$ cat src/hw/rtl/dss_pkg.sv
// Shared types and constants for the drive start/stop sequencer.
// Used by the front, queue, back and top modules; depends on nothing.
`default_nettype none

package dss_pkg;

  // Configuration register indexes.
  localparam logic [2:0] CFG_DEVICE_ADDRESS = 3'd0;
  localparam logic [2:0] CFG_RUN_REGISTER   = 3'd1;
  localparam logic [2:0] CFG_SPEED_REGISTER = 3'd2;
  localparam logic [2:0] CFG_BASE_SPEED     = 3'd3;
  localparam logic [2:0] CFG_SPEED_BOOST    = 3'd4;
  localparam logic [2:0] CFG_SPEED_SCALE    = 3'd5;

  // Configuration reset values.
  localparam logic [7:0]  RST_DEVICE_ADDRESS = 8'd1;
  localparam logic [15:0] RST_RUN_REGISTER   = 16'd0;
  localparam logic [15:0] RST_SPEED_REGISTER = 16'd1;
  localparam logic [13:0] RST_BASE_SPEED     = 14'd0;
  localparam logic [13:0] RST_SPEED_BOOST    = 14'd0;
  localparam logic [13:0] RST_SPEED_SCALE    = 14'd100;

  // Drive phases.
  localparam logic [1:0] PH_IDLE       = 2'd0;
  localparam logic [1:0] PH_ACTIVATING = 2'd1;
  localparam logic [1:0] PH_FREQ       = 2'd2;
  localparam logic [1:0] PH_DEACT      = 2'd3;

  // Values written to the run/stop register.
  localparam logic [15:0] RUN_VALUE  = 16'd1;
  localparam logic [15:0] STOP_VALUE = 16'd6;

  // Division by 100 is a shift by two and a division by 25.
  // RECIP_25 is floor(2^32 / 25); the estimate is low by at most one.
  localparam logic [27:0] RECIP_25   = 28'd171798691;
  localparam logic [26:0] DIVISOR_25 = 27'd25;

  // Classified item passed from the front to the back.
  typedef struct packed {
    logic        op;
    logic        start_stop;
    logic        done_target;
    logic        done_ok;
    logic [15:0] setpoint;
  } dss_item_t;

  // One result beat.
  typedef struct packed {
    logic        cmd_valid;
    logic [7:0]  device;
    logic [15:0] regnum;
    logic [15:0] value;
    logic        last;
    logic [1:0]  phase;
    logic        fault;
    logic        running;
  } dss_result_t;

endpackage

`default_nettype wire

$ cat src/hw/rtl/dss_queue.sv
// Small first-in first-out queue between the front and back ends.
// Depends on dss_pkg for the item type.
`default_nettype none

module dss_queue #(
  parameter int DEPTH = 8
) (
  input  wire logic                       clk,
  input  wire logic                       rst,
  input  wire logic                       push,
  input  wire dss_pkg::dss_item_t         push_item,
  input  wire logic                       pop,
  output logic                            not_empty,
  output dss_pkg::dss_item_t              head,
  output logic [$clog2(DEPTH+1)-1:0]      level
);

  localparam int AW = $clog2(DEPTH);
  localparam int LW = $clog2(DEPTH + 1);

  dss_pkg::dss_item_t store [DEPTH];
  logic [AW-1:0] wr_ptr, rd_ptr;

  // Entry storage.
  always_ff @(posedge clk) begin
    if (push) begin
      store[wr_ptr] <= push_item;
    end
  end

  // Pointers and fill level.
  always_ff @(posedge clk) begin
    if (rst) begin
      wr_ptr <= '0;
      rd_ptr <= '0;
      level  <= '0;
    end else begin
      if (push) begin
        wr_ptr <= (wr_ptr == AW'(DEPTH - 1)) ? '0 : wr_ptr + AW'(1);
      end
      if (pop) begin
        rd_ptr <= (rd_ptr == AW'(DEPTH - 1)) ? '0 : rd_ptr + AW'(1);
      end
      if (push && !pop) begin
        level <= level + LW'(1);
      end else if (pop && !push) begin
        level <= level - LW'(1);
      end
    end
  end

  assign not_empty = level != '0;
  assign head      = store[rd_ptr];

endmodule

`default_nettype wire

$ cat config.mk
export PLATFORM = sky130hd
export DESIGN_NAME = dss_queue
export DESIGN_NICKNAME = d
export VERILOG_FILES = /design/src/hw/rtl/dss_pkg.sv /design/src/hw/rtl/dss_queue.sv
export SDC_FILE = /design/constraint.sdc
export NUM_CORES = 1
export LEC_CHECK = 0
export ABC_AREA = 1
export BUFFER_PORTS_ARGS = -buffer_cell sky130_fd_sc_hd__buf_4
export CAP_MARGIN = 25
export CORE_UTILIZATION = 65
export CTS_BUF_LIST = sky130_fd_sc_hd__clkbuf_8
export DETAILED_ROUTE_END_ITERATION = 7
export HOLD_SLACK_MARGIN = 0.03
export PLACE_DENSITY = 0.95
export SLEW_MARGIN = 20
export SYNTH_ARGS = -nofsm -noshare
export SYNTH_HDL_FRONTEND = slang
export SYNTH_SLANG_ARGS = --single-unit
$ cat constraint.sdc
create_clock -name clk -period 4.5 [get_ports clk]
set_input_delay 0.45 -clock clk [delete_from_list [all_inputs] [get_ports clk]]
set_output_delay 0.45 -clock clk [all_outputs]
set_load 0.005 [all_outputs]
==> flow_metrics.env <==
export IMPL_status="finished clean"
export IMPL_hpwl_um=9080
export IMPL_routed_via_density=6.00
export IMPL_drt_initial_drc_count=550
export IMPL_dp_cells=784
export IMPL_die_w_um=106
export IMPL_top_usage_layer="met2"
export IMPL_cts_tree="built"
export IMPL_die_y_um=106
export IMPL_synthAdderAreaFrac_pct=1.52
export IMPL_slew_headroom_pct=40.5
export IMPL_synth_seq_cells=173
export IMPL_cts_max_level=4
export IMPL_reg2reg_depth=3
export IMPL_hold_start="push_item[13]"
export IMPL_synth_simple_area_share_pct=16.1
export IMPL_post_cts_repair_setup_buffers=0
export IMPL_cts_sinks=173
export IMPL_crit_type="flip-flop to output pin"
export IMPL_synth_mux_area_share_pct=0
export IMPL_tns_ns=0
export IMPL_rows=37
export IMPL_diodes=0
export IMPL_ys_seq_area_share_pct=71.6
export IMPL_setup_viol=0
export IMPL_path_clk_slew_ns=0.09
export IMPL_power_density_nw_per_um2=411
export IMPL_skew_ns=0.0127
export IMPL_holdBufCountCts=0
export IMPL_final_cells=816
export IMPL_use_met1_pct=38.1
export IMPL_synth_compound_area_share_pct=6.51
export IMPL_grtUsageMet2_pct=48.8
export IMPL_worst_pin_slew_ns=0.891
export IMPL_worstPathArrival_ns=2.51
export IMPL_drive_gt1_share_pct=14.4
export IMPL_worstPathRequired_ns=4.05
export IMPL_yosysTopAreaCellShare_pct=67.9
export IMPL_cp_max_fo=41
export IMPL_ir_drop_v=0.000284
export IMPL_dp_slack_ns=1.74
export IMPL_multi_input_area_um2=1740
export IMPL_setup_slack_ns=1.54
export IMPL_drtPass1Iterations=5
export IMPL_grt_pass1_vias=4776
export IMPL_yosysWarningCount=0
export IMPL_maxSlewViolCount=0
export IMPL_syn_cell_area_um2=7080
export IMPL_synth_top_cell_by_area="edfxtp_1"
export IMPL_drt_wirelength_per_cell_um=19.6
export IMPL_ant_nets=0
export IMPL_worstSetupStartpointType="flip-flop"
export IMPL_syn_avg_cell_area_um2=11.4
export IMPL_synth_top_flop_cell="edfxtp_1"
export IMPL_grt_total_usage_pct=30.4
export IMPL_async_reset_ff_share_pct=0
export IMPL_numPortBuffers=48
export IMPL_p_leak_nw=2.99
export IMPL_fillCellCount=589
export IMPL_totalWireLength_um=16000
export IMPL_rsz0062_at_grt="no"
export IMPL_end_kind="output pin"
export IMPL_cts_root_buf="clkbuf_8"
export IMPL_gr_usage_met3_pct=7.23
export IMPL_cap_violations=0
export IMPL_grt_max_degree=81
export IMPL_design_core_area_um2=10400
export IMPL_grt_overflow=0
export IMPL_finalHoldViolCount=0
export IMPL_ys_types=22
export IMPL_clk_path_buf_depth=2
export IMPL_floorplan_initialDensity_pct=67.9
export IMPL_reg2reg_from="wr_ptr[0]"
export IMPL_synth_fp_nets=652
export IMPL_dieArea_um2=11300
export IMPL_synth_top_family_by_area="simple AND/OR/NAND/NOR gates"
export IMPL_io_pins=49
export IMPL_place_gp_congestion=0.753
export IMPL_num_vias=4895
export IMPL_synthXorXnorAreaFrac_pct=0.248
export IMPL_hold_depth=1
export IMPL_ctsResizeCount=0
export IMPL_nNetsFinal=699
export IMPL_cts_buffers=17
export IMPL_post_route_util_pct=75.5
export IMPL_synthTopCellsByArea="edfxtp_1, nor2_1, nand2_1"
export IMPL_max_freq_ghz=0.338
export IMPL_fin_crit_sh_pct=65.7
export IMPL_syn_inst=620
export IMPL_grt_pass1_wl_um=24800
export IMPL_synth_edf_count=160
export IMPL_seqCellArea_um2=5070
export IMPL_post_route_min_period_ns=2.96
export IMPL_grt_antenna_before_repair=0
export IMPL_hp_class="input pin to flip-flop"
export IMPL_drc=0
export IMPL_clk_insertion_delay_late_ns=0.46
export IMPL_synthToLayoutAreaGrowth_pct=11.1
logic make-up after synthesis:
kind of cell / count (synthesis)
simple gates: 299
flops: 173
compound gates: 91
buf+inv: 47
fa+ha+maj: 8
xor+xnor: 2
critical path, cell delays in order (launching register included):
cell and delay, ns:
dfxtp_1 0.33, buf_4 0.43, inv_2 0.45, nor2_1 0.28
o21ai_1 0.09, nand2_1 0.11, nand2_1 0.10, nand2_1 0.10
buf_4 0.12
through the flow:
stage,hold slack (ns),area (µm²),total power [mW]
after floorplan,0.457,7080,2.08
after global placement,0.476,7480,2.19
after detailed placement,0.493,7480,2.22
after CTS,0.194,7860,3.23
after global routing,0.207,7860,3.33
final,0.221,7860,3.23
layout by cell type (no fill, tap or decap):
master,n
a211oi_1,2
bufinv_16,2
edfxtp_1,160
xor2_1,2
inv_1,17
nand3_1,5
nor2_2,6
inv_6,2
dfxtp_4,1
clkinv_2,4
clkinvlp_4,1
a21oi_1,8
clkinv_4,2
inv_2,1
nand2_1,119
dfxtp_1,12
ha_1,7
o21ai_0,27
clkinv_1,1
o21ai_1,54
fa_1,1
nor3b_1,1
buf_4,59
or2_2,2
nor2_1,166
clkbuf_8,18
cells in the mapped netlist, types with 2 or more instances:
| library cell | count |
|---|---|
| buf_4 | 6 |
| clkbuf_2 | 3 |
| edfxtp_1 | 160 |
| clkbuf_1 | 3 |
| inv_1 | 14 |
| dfxtp_1 | 13 |
| xor2_1 | 2 |
| a211oi_1 | 2 |
| nand2_1 | 119 |
| nor2_1 | 172 |
| nand3_1 | 5 |
| buf_2 | 10 |
| buf_6 | 9 |
| o21ai_1 | 54 |
| a21oi_1 | 8 |
| o21ai_0 | 27 |
| or2_2 | 2 |
| ha_1 | 7 |
worst paths after layout:
path,end,slack [ns]
worst max-delay path,head[16],1.54
worst min-delay path,store[0][13],0.22
worst max register to register,store[3][3],2.65
worst min register to register,flip-flop,0.50
layout make-up:
| cell class | count | area share [%] |
|---|---|---|
| Sequential cell | 173 | 64.5 |
| Multi-Input combinational cell | 400 | 22.1 |
| Timing Repair Buffer | 59 | 5.63 |
| Clock buffer | 18 | 3.15 |
| Tap cell | 136 | 2.16 |
| Clock inverter | 14 | 1.64 |
| Inverter | 16 | 0.828 |
where the power goes:
group / switching [mW] / internal [mW] / total [mW]
clock: 0.539 / 0.499 / 1.04
sequential: 0.0336 / 1.80 / 1.84
combinational: 0.220 / 0.136 / 0.356
routing by layer:
layer | wire (µm) | up-vias | share of wire [%]
met3 | 1570 | 67 | 9.8
met4 | 665 | 0 | 4.2
li1 | - | 2188 | -
met1 | 5850 | 2297 | 37
met5 | 0 | - | 0
met2 | 7920 | 343 | 49
state kept, by name (all words and copies together) (netlist names), named ones only:
register and count:
rd_ptr 3, wr_ptr 3, store 160, level 4
(Power assumes the default switching activity.)
