[config.mk]
export PLATFORM = sky130hd
export DESIGN_NAME = dss_back
export DESIGN_NICKNAME = d
export VERILOG_FILES = /design/src/hw/rtl/dss_pkg.sv /design/src/hw/rtl/dss_back.sv
export SDC_FILE = /design/constraint.sdc
export NUM_CORES = 1
export LEC_CHECK = 0
export BUFFER_PORTS_ARGS = -buffer_cell sky130_fd_sc_hd__buf_2
export CAP_MARGIN = 20
export CORE_MARGIN = 10
export CORE_UTILIZATION = 40
export DETAILED_ROUTE_END_ITERATION = 10
export PLACE_DENSITY = 0.68
export SKIP_LAST_GASP = 1
export SYNTH_ARGS = -nofsm -noshare
export SYNTH_HDL_FRONTEND = slang
export SYNTH_SLANG_ARGS = --single-unit
[constraint.sdc]
create_clock -name clk -period 4.2 [get_ports clk]
set_clock_uncertainty 0.15 [all_clocks]
set_input_delay 1.05 -clock clk [delete_from_list [all_inputs] [get_ports clk]]
set_output_delay 1.05 -clock clk [all_outputs]
set_load 0.005 [all_outputs]
[src/hw/rtl/dss_pkg.sv]
// Shared types and constants for the drive start/stop sequencer.
// Used by the front, queue, back and top modules; depends on nothing.
`default_nettype none

package dss_pkg;

  // Configuration register indexes.
  localparam logic [2:0] CFG_DEVICE_ADDRESS = 3'd0;
  localparam logic [2:0] CFG_RUN_REGISTER   = 3'd1;
  localparam logic [2:0] CFG_SPEED_REGISTER = 3'd2;
  localparam logic [2:0] CFG_BASE_SPEED     = 3'd3;
  localparam logic [2:0] CFG_SPEED_BOOST    = 3'd4;
  localparam logic [2:0] CFG_SPEED_SCALE    = 3'd5;

  // Configuration reset values.
  localparam logic [7:0]  RST_DEVICE_ADDRESS = 8'd1;
  localparam logic [15:0] RST_RUN_REGISTER   = 16'd0;
  localparam logic [15:0] RST_SPEED_REGISTER = 16'd1;
  localparam logic [13:0] RST_BASE_SPEED     = 14'd0;
  localparam logic [13:0] RST_SPEED_BOOST    = 14'd0;
  localparam logic [13:0] RST_SPEED_SCALE    = 14'd100;

  // Drive phases.
  localparam logic [1:0] PH_IDLE       = 2'd0;
  localparam logic [1:0] PH_ACTIVATING = 2'd1;
  localparam logic [1:0] PH_FREQ       = 2'd2;
  localparam logic [1:0] PH_DEACT      = 2'd3;

  // Values written to the run/stop register.
  localparam logic [15:0] RUN_VALUE  = 16'd1;
  localparam logic [15:0] STOP_VALUE = 16'd6;

  // Division by 100 is a shift by two and a division by 25.
  // RECIP_25 is floor(2^32 / 25); the estimate is low by at most one.
  localparam logic [27:0] RECIP_25   = 28'd171798691;
  localparam logic [26:0] DIVISOR_25 = 27'd25;

  // Classified item passed from the front to the back.
  typedef struct packed {
    logic        op;
    logic        start_stop;
    logic        done_target;
    logic        done_ok;
    logic [15:0] setpoint;
  } dss_item_t;

  // One result beat.
  typedef struct packed {
    logic        cmd_valid;
    logic [7:0]  device;
    logic [15:0] regnum;
    logic [15:0] value;
    logic        last;
    logic [1:0]  phase;
    logic        fault;
    logic        running;
  } dss_result_t;

endpackage

`default_nettype wire

[src/hw/rtl/dss_back.sv]
// Back end: holds the drive state, carries out each item and emits up to
// two result beats through an output register. Depends on dss_pkg.
`default_nettype none

module dss_back (
  input  wire logic                clk,
  input  wire logic                rst,
  input  wire logic                item_valid,
  input  wire dss_pkg::dss_item_t  item,
  output logic                     pop,
  input  wire logic [7:0]          device_address,
  input  wire logic [15:0]         run_register,
  input  wire logic [15:0]         speed_register,
  output logic                     out_valid,
  input  wire logic                out_ready,
  output dss_pkg::dss_result_t     out_result
);

  // Drive state.
  logic [1:0]  phase;
  logic        wanted_run, confirmed_run;
  logic [15:0] wanted_speed, confirmed_speed;
  logic        run_pend, speed_pend;
  logic        fault;

  logic [1:0]  phase_next;
  logic        wanted_run_next, confirmed_run_next;
  logic [15:0] wanted_speed_next, confirmed_speed_next;
  logic        run_pend_next, speed_pend_next;
  logic        fault_next;

  logic        run_issue, speed_issue;
  logic [15:0] run_value, speed_value;

  logic                 hold_valid;
  dss_pkg::dss_result_t hold_result;
  dss_pkg::dss_result_t first, second, run_cmd, speed_cmd, status;
  logic                 out_free;

  // Carry out one item against the current state.
  always_comb begin
    phase_next           = phase;
    wanted_run_next      = wanted_run;
    confirmed_run_next   = confirmed_run;
    wanted_speed_next    = wanted_speed;
    confirmed_speed_next = confirmed_speed;
    run_pend_next        = run_pend;
    speed_pend_next      = speed_pend;
    fault_next           = fault;
    run_issue            = 1'b0;
    speed_issue          = 1'b0;
    run_value            = dss_pkg::STOP_VALUE;
    speed_value          = item.setpoint;

    if (item.op) begin
      // Write completion report.
      if (item.done_target) begin
        speed_pend_next = 1'b0;
        if (item.done_ok) begin
          confirmed_speed_next = wanted_speed;
        end
      end else begin
        run_pend_next = 1'b0;
        if (item.done_ok) begin
          confirmed_run_next = wanted_run;
        end
      end
      fault_next = !item.done_ok;
    end else begin
      case (phase)
        dss_pkg::PH_IDLE: begin
          if (item.start_stop) begin
            phase_next = dss_pkg::PH_ACTIVATING;
          end
        end
        dss_pkg::PH_ACTIVATING: begin
          wanted_run_next = 1'b1;
          run_value       = dss_pkg::RUN_VALUE;
          if (!run_pend) begin
            run_issue     = 1'b1;
            run_pend_next = 1'b1;
          end
          if (confirmed_run) begin
            phase_next = dss_pkg::PH_FREQ;
          end else if (item.start_stop) begin
            phase_next = dss_pkg::PH_DEACT;
          end else begin
            wanted_speed_next = item.setpoint;
            if (!speed_pend && item.setpoint != confirmed_speed) begin
              speed_issue     = 1'b1;
              speed_pend_next = 1'b1;
            end
          end
        end
        dss_pkg::PH_FREQ: begin
          if (item.start_stop) begin
            phase_next = dss_pkg::PH_DEACT;
          end else begin
            wanted_speed_next = item.setpoint;
            if (!speed_pend && item.setpoint != confirmed_speed) begin
              speed_issue     = 1'b1;
              speed_pend_next = 1'b1;
            end
          end
        end
        default: begin
          wanted_run_next = 1'b0;
          if (!run_pend) begin
            run_issue     = 1'b1;
            run_pend_next = 1'b1;
          end
          if (!confirmed_run) begin
            wanted_speed_next = 16'd0;
            speed_value       = 16'd0;
            if (confirmed_speed == 16'd0) begin
              phase_next = dss_pkg::PH_IDLE;
            end else if (!speed_pend) begin
              speed_issue     = 1'b1;
              speed_pend_next = 1'b1;
            end
          end
        end
      endcase
    end
  end

  // Build the result beats for this item.
  always_comb begin
    status           = '0;
    status.phase     = phase_next;
    status.fault     = fault_next;
    status.running   = confirmed_run_next;
    status.last      = 1'b1;

    run_cmd           = status;
    run_cmd.cmd_valid = 1'b1;
    run_cmd.device    = device_address;
    run_cmd.regnum    = run_register;
    run_cmd.value     = run_value;

    speed_cmd           = status;
    speed_cmd.cmd_valid = 1'b1;
    speed_cmd.device    = device_address;
    speed_cmd.regnum    = speed_register;
    speed_cmd.value     = speed_value;

    if (run_issue) begin
      first      = run_cmd;
      first.last = !speed_issue;
    end else if (speed_issue) begin
      first = speed_cmd;
    end else begin
      first = status;
    end
    second = speed_cmd;
  end

  // An item is taken only when the output register and hold stage can
  // absorb every beat it makes.
  assign out_free = !out_valid || out_ready;
  assign pop      = item_valid && !hold_valid && out_free;

  // State update.
  always_ff @(posedge clk) begin
    if (rst) begin
      phase           <= dss_pkg::PH_IDLE;
      wanted_run      <= 1'b0;
      confirmed_run   <= 1'b0;
      wanted_speed    <= 16'd0;
      confirmed_speed <= 16'd0;
      run_pend        <= 1'b0;
      speed_pend      <= 1'b0;
      fault           <= 1'b0;
    end else if (pop) begin
      phase           <= phase_next;
      wanted_run      <= wanted_run_next;
      confirmed_run   <= confirmed_run_next;
      wanted_speed    <= wanted_speed_next;
      confirmed_speed <= confirmed_speed_next;
      run_pend        <= run_pend_next;
      speed_pend      <= speed_pend_next;
      fault           <= fault_next;
    end
  end

  // Output register and hold stage for a second beat.
  always_ff @(posedge clk) begin
    if (rst) begin
      out_valid  <= 1'b0;
      hold_valid <= 1'b0;
    end else if (pop) begin
      out_valid  <= 1'b1;
      hold_valid <= run_issue && speed_issue;
    end else if (hold_valid && out_free) begin
      out_valid  <= 1'b1;
      hold_valid <= 1'b0;
    end else if (out_ready) begin
      out_valid <= 1'b0;
    end
  end

  always_ff @(posedge clk) begin
    if (pop) begin
      out_result  <= first;
      hold_result <= second;
    end else if (hold_valid && out_free) begin
      out_result <= hold_result;
    end
  end

endmodule

`default_nettype wire

==> summary.md <==
| Metric | Value |
|---|---|
| Status | complete, no violations |
| Compound-Gate Fraction of Synth Area | 14.2% |
| TritonRoute pass-1 iters | 4 |
| Average vias per placed instance | between 5 and 6 |
| Crit path to | pop |
| Top cells by instance count after synthesis | 90 x edfxtp_1, 41 x dfxtp_1, 40 x nand2_1 |
| Synth Cell Area | about 5600 um^2 |
| Initial core utilization | about two fifths |
| Peak VDD IR | approximately 260 uV |
| Htree depth | 4 |
| Slew headroom | 41.1% |
| Non-filler cells, final | 747 |
| Fin crit period | 3.29 ns |
| Netlist cell types | between 40 and 50 |
| RSZ-0062 raised after global routing | no |
| Total Routing Usage GR | between 10% and 20% |
| Number of inserted diodes | 0 |
| PortBufs | around 110 |
| Grt ovf | 0 |
| Most frequent cell after synthesis | edfxtp_1 |
| Post-Synthesis Cells | around 450 |
| Post-CTS sizing | 0 |
| Hold-fix buffers at CTS | 0 |
| Hold WC Path Type | register to register |
| Total number of vias | around 4000 |
| Most common cell on crit path | buf_2 |
| Final Net Count | approximately 630 |
| Skew-Pair Late Insertion Delay | approximately 0.42 ns |
| Max Slew Vio Count | 0 |
| Worst EP required | ~3.0 ns |
| Wire per inst | 18.6 um |
| Cell Rows | 42 |
| Post-route ant nets | 0 |
| Die Width | between 100 and 150 um |
| Top-area cell type share of the netlist area | 48.7% |
| Crit-path cells | buf_2 > nor2b_4 > or3b_2 > inv_2 > buf_2 |
| Number of max-cap violations | 0 |
| # DRC | 0 |
| Clock-pin slew on the worst setup and hold paths | approximately 0.050 ns |
| Fmax | 304 MHz |
| Vias in the first global route | roughly 4000 |
| Reg2reg path depth | 6 |
| Worst path bufs/invs | 3 |
| Placed cell area | 6290 um^2 |
| Mux contribution to synthesized area | between 3 and 4% |
| Synthesized area per cell | between 10 and 15 um^2 |
| Syn Nets | 513 |
| Synthesized-area fraction occupied by adder cells | less than 1% |
| Top delay family on crit path | simple AND/OR/NAND/NOR gates |
| Drt total wl | 13.9 mm |
| Largest cells by area after synthesis | edfxtp_1 49%, dfxtp_1 15%, a22o_1 4.9% |
| Largest net degree at the start of global routing | 44 |
| Core footprint | roughly 13000 um^2 |
| Synth Area in Simple Gates | 13.1% |
| Main combinational cell family by area after synthesis | compound AO/OA/AOI/OAI gates |
| Number of synthesized flops with an enable pin | 90 |
| Period Utilization, post-route | slightly below 80% |
| Cells after DPL | around 710 |
| Die ar. | 19000 um^2 |
| # clock sinks | 131 |
| Maximum clock insertion buffer count | 2 |
| CP peak stage delay | 0.49 ns |
| Fill cell count | 1216 |
| Post-synthesis xor/xnor area fraction | 2.52% |
| 1st-iter DRT viols | 274 |
| GP Congestion | around 0.83 |
| Register area share after synthesis | around 63% |
| Dpl ws | between 0.8 and 0.9 ns |
| Critical Path AT | 2.09 ns |
| Final setup fails | 0 |
| Setup TNS | 0 ns |
| Final Worst Setup Slack | between 0.9 and 1 ns |
| Actual slew at the worst max-slew pin | 0.883 ns |
| CP Launch Point | out_ready |
| Leak | roughly 2.6 nW |
| I/O pins | 112 |
| Reg2Reg Setup Slack | between 1 and 1.5 ns |
| CP max FO | 12 |
| Setup bufs post-CTS | 0 |
| Crit path max-delay cell type | or3b_2 |
| PwrDens | around 470 nW/um^2 |
| FF+latch count, synth | around 130 |
| CTS Buf Count | 17 |
| Design Power | 3.21 mW |
| Area delta synth->final | 23.9% |
| Crit start category | input port |
| Critical path class | input port to primary output |
| Initial antenna violation count | 0 |
| First-pass GRT wire length | approximately 22 mm |
| HPWL after DPL | 9.73 mm |
| Synth warn | 0 |
| Layout cells sized above 1 | ~30% |
| Stages on worst setup path | 5 |
| Synth area leader | edfxtp_1 |
| Final Hold Viols | 0 |
| Final instance area | about 7000 um^2 |
| Root Driver | clkbuf_16 |
| Worst R2R End | speed_pend |
| Worst Setup End Kind | primary output |
| DIE HEIGHT | between 100 and 150 um |
| Synth Flop Type | edfxtp_1 |
| Post-synthesis async set-or-reset flop share | 0% |
| CTS tree | built |
| RR Startpoint | phase[0] |
## kinds of logic after synthesis
logic type / Yosys count
simple gates: 143
flops: 131
compound gates: 101
buf+inv: 31
mux: 19
xor+xnor: 16
fa+ha+maj: 4
## worst min path at each step
stage                     start                to  depth (start not counted)
2_1_floorplan   wanted_speed[0]   wanted_speed[0]                          2
3_5_place_dp   wanted_speed[11]  wanted_speed[11]                          2
4_1_cts        wanted_speed[11]  wanted_speed[11]                          2
6_report       wanted_speed[11]  wanted_speed[11]                          2
5_1_grt         wanted_speed[6]   wanted_speed[6]                          2
3_3_place_gp   wanted_speed[12]  wanted_speed[12]                          2
## where the power goes
part	internal (mW)	switching, mW	total (mW)
sequential	1.46	0.0206	1.48
clock	0.921	0.517	1.44
combinational	0.120	0.165	0.285
## worst min-delay path, cell delays in order (launching register included)
cell and delay (ns):
dfxtp_1 0.30, nand2_1 0.05, a21oi_1 0.05
## flip-flops by register name, summed over array words and instances, names as in the netlist
| signal | cells |
|---|---|
| out_valid | 1 |
| fault | 1 |
| run_pend | 1 |
| phase | 2 |
| speed_pend | 1 |
| hold_valid | 1 |
| wanted_run | 1 |
| hold_result | 44 |
| confirmed_run | 1 |
| confirmed_speed | 16 |
| wanted_speed | 16 |
| out_result | 46 |
## layout make-up
| cell class | instances | area (um^2) | area share (%) |
|---|---|---|---|
| clock buffer | 20 | 437 | 6.35 |
| multi-input combinational | 283 | 1910 | 27.7 |
| timing repair buffer | 121 | 638 | 9.28 |
| clock inverter | 12 | 139 | 2.02 |
| inverter | 4 | 15.0 | 0.218 |
| sequential | 131 | 3520 | 51.2 |
| tap | 176 | 220 | 3.20 |
## per-layer routing
| layer | track usage (%) | wire (um) | vias to the layer above |
|---|---|---|---|
| li1 | - | - | 1890 |
| met1 | 19.5 | 6120 | 1927 |
| met2 | 22.5 | 6320 | 149 |
| met3 | 4.48 | 1270 | 19 |
| met4 | 5.39 | 201 | 0 |
| met5 | 0 | 0 | - |
## metrics by stage
step           utilization [%]  hold slack [ns]
2_1_floorplan                -            0.282
3_3_place_gp              46.9            0.288
3_5_place_dp              46.9            0.295
4_1_cts                   51.2            0.302
5_1_grt                   51.3            0.327
6_report                  51.3            0.298
## cell usage in the layout, fill, tap and decap left out, types with 4 or more instances in the layout
| cell | netlist | final |
|---|---|---|
| a22o_1 | 31 | 31 |
| clkinv_1 | 0 | 4 |
| o21ai_0 | 5 | 5 |
| nand3_1 | 20 | 20 |
| buf_4 | 0 | 9 |
| mux2i_1 | 18 | 18 |
| xnor2_1 | 16 | 16 |
| clkbuf_16 | 0 | 17 |
| and2_1 | 17 | 17 |
| ha_1 | 4 | 4 |
| nor4_1 | 7 | 7 |
| nand4_1 | 5 | 5 |
| a2bb2oi_1 | 8 | 8 |
| nand2_1 | 40 | 40 |
| edfxtp_1 | 90 | 90 |
| nor2_1 | 36 | 35 |
| a31o_2 | 11 | 11 |
| buf_2 | 11 | 111 |
| dfxtp_1 | 41 | 41 |
| a21oi_1 | 21 | 21 |
| a31o_1 | 5 | 5 |
(Power assumes the default switching activity.)
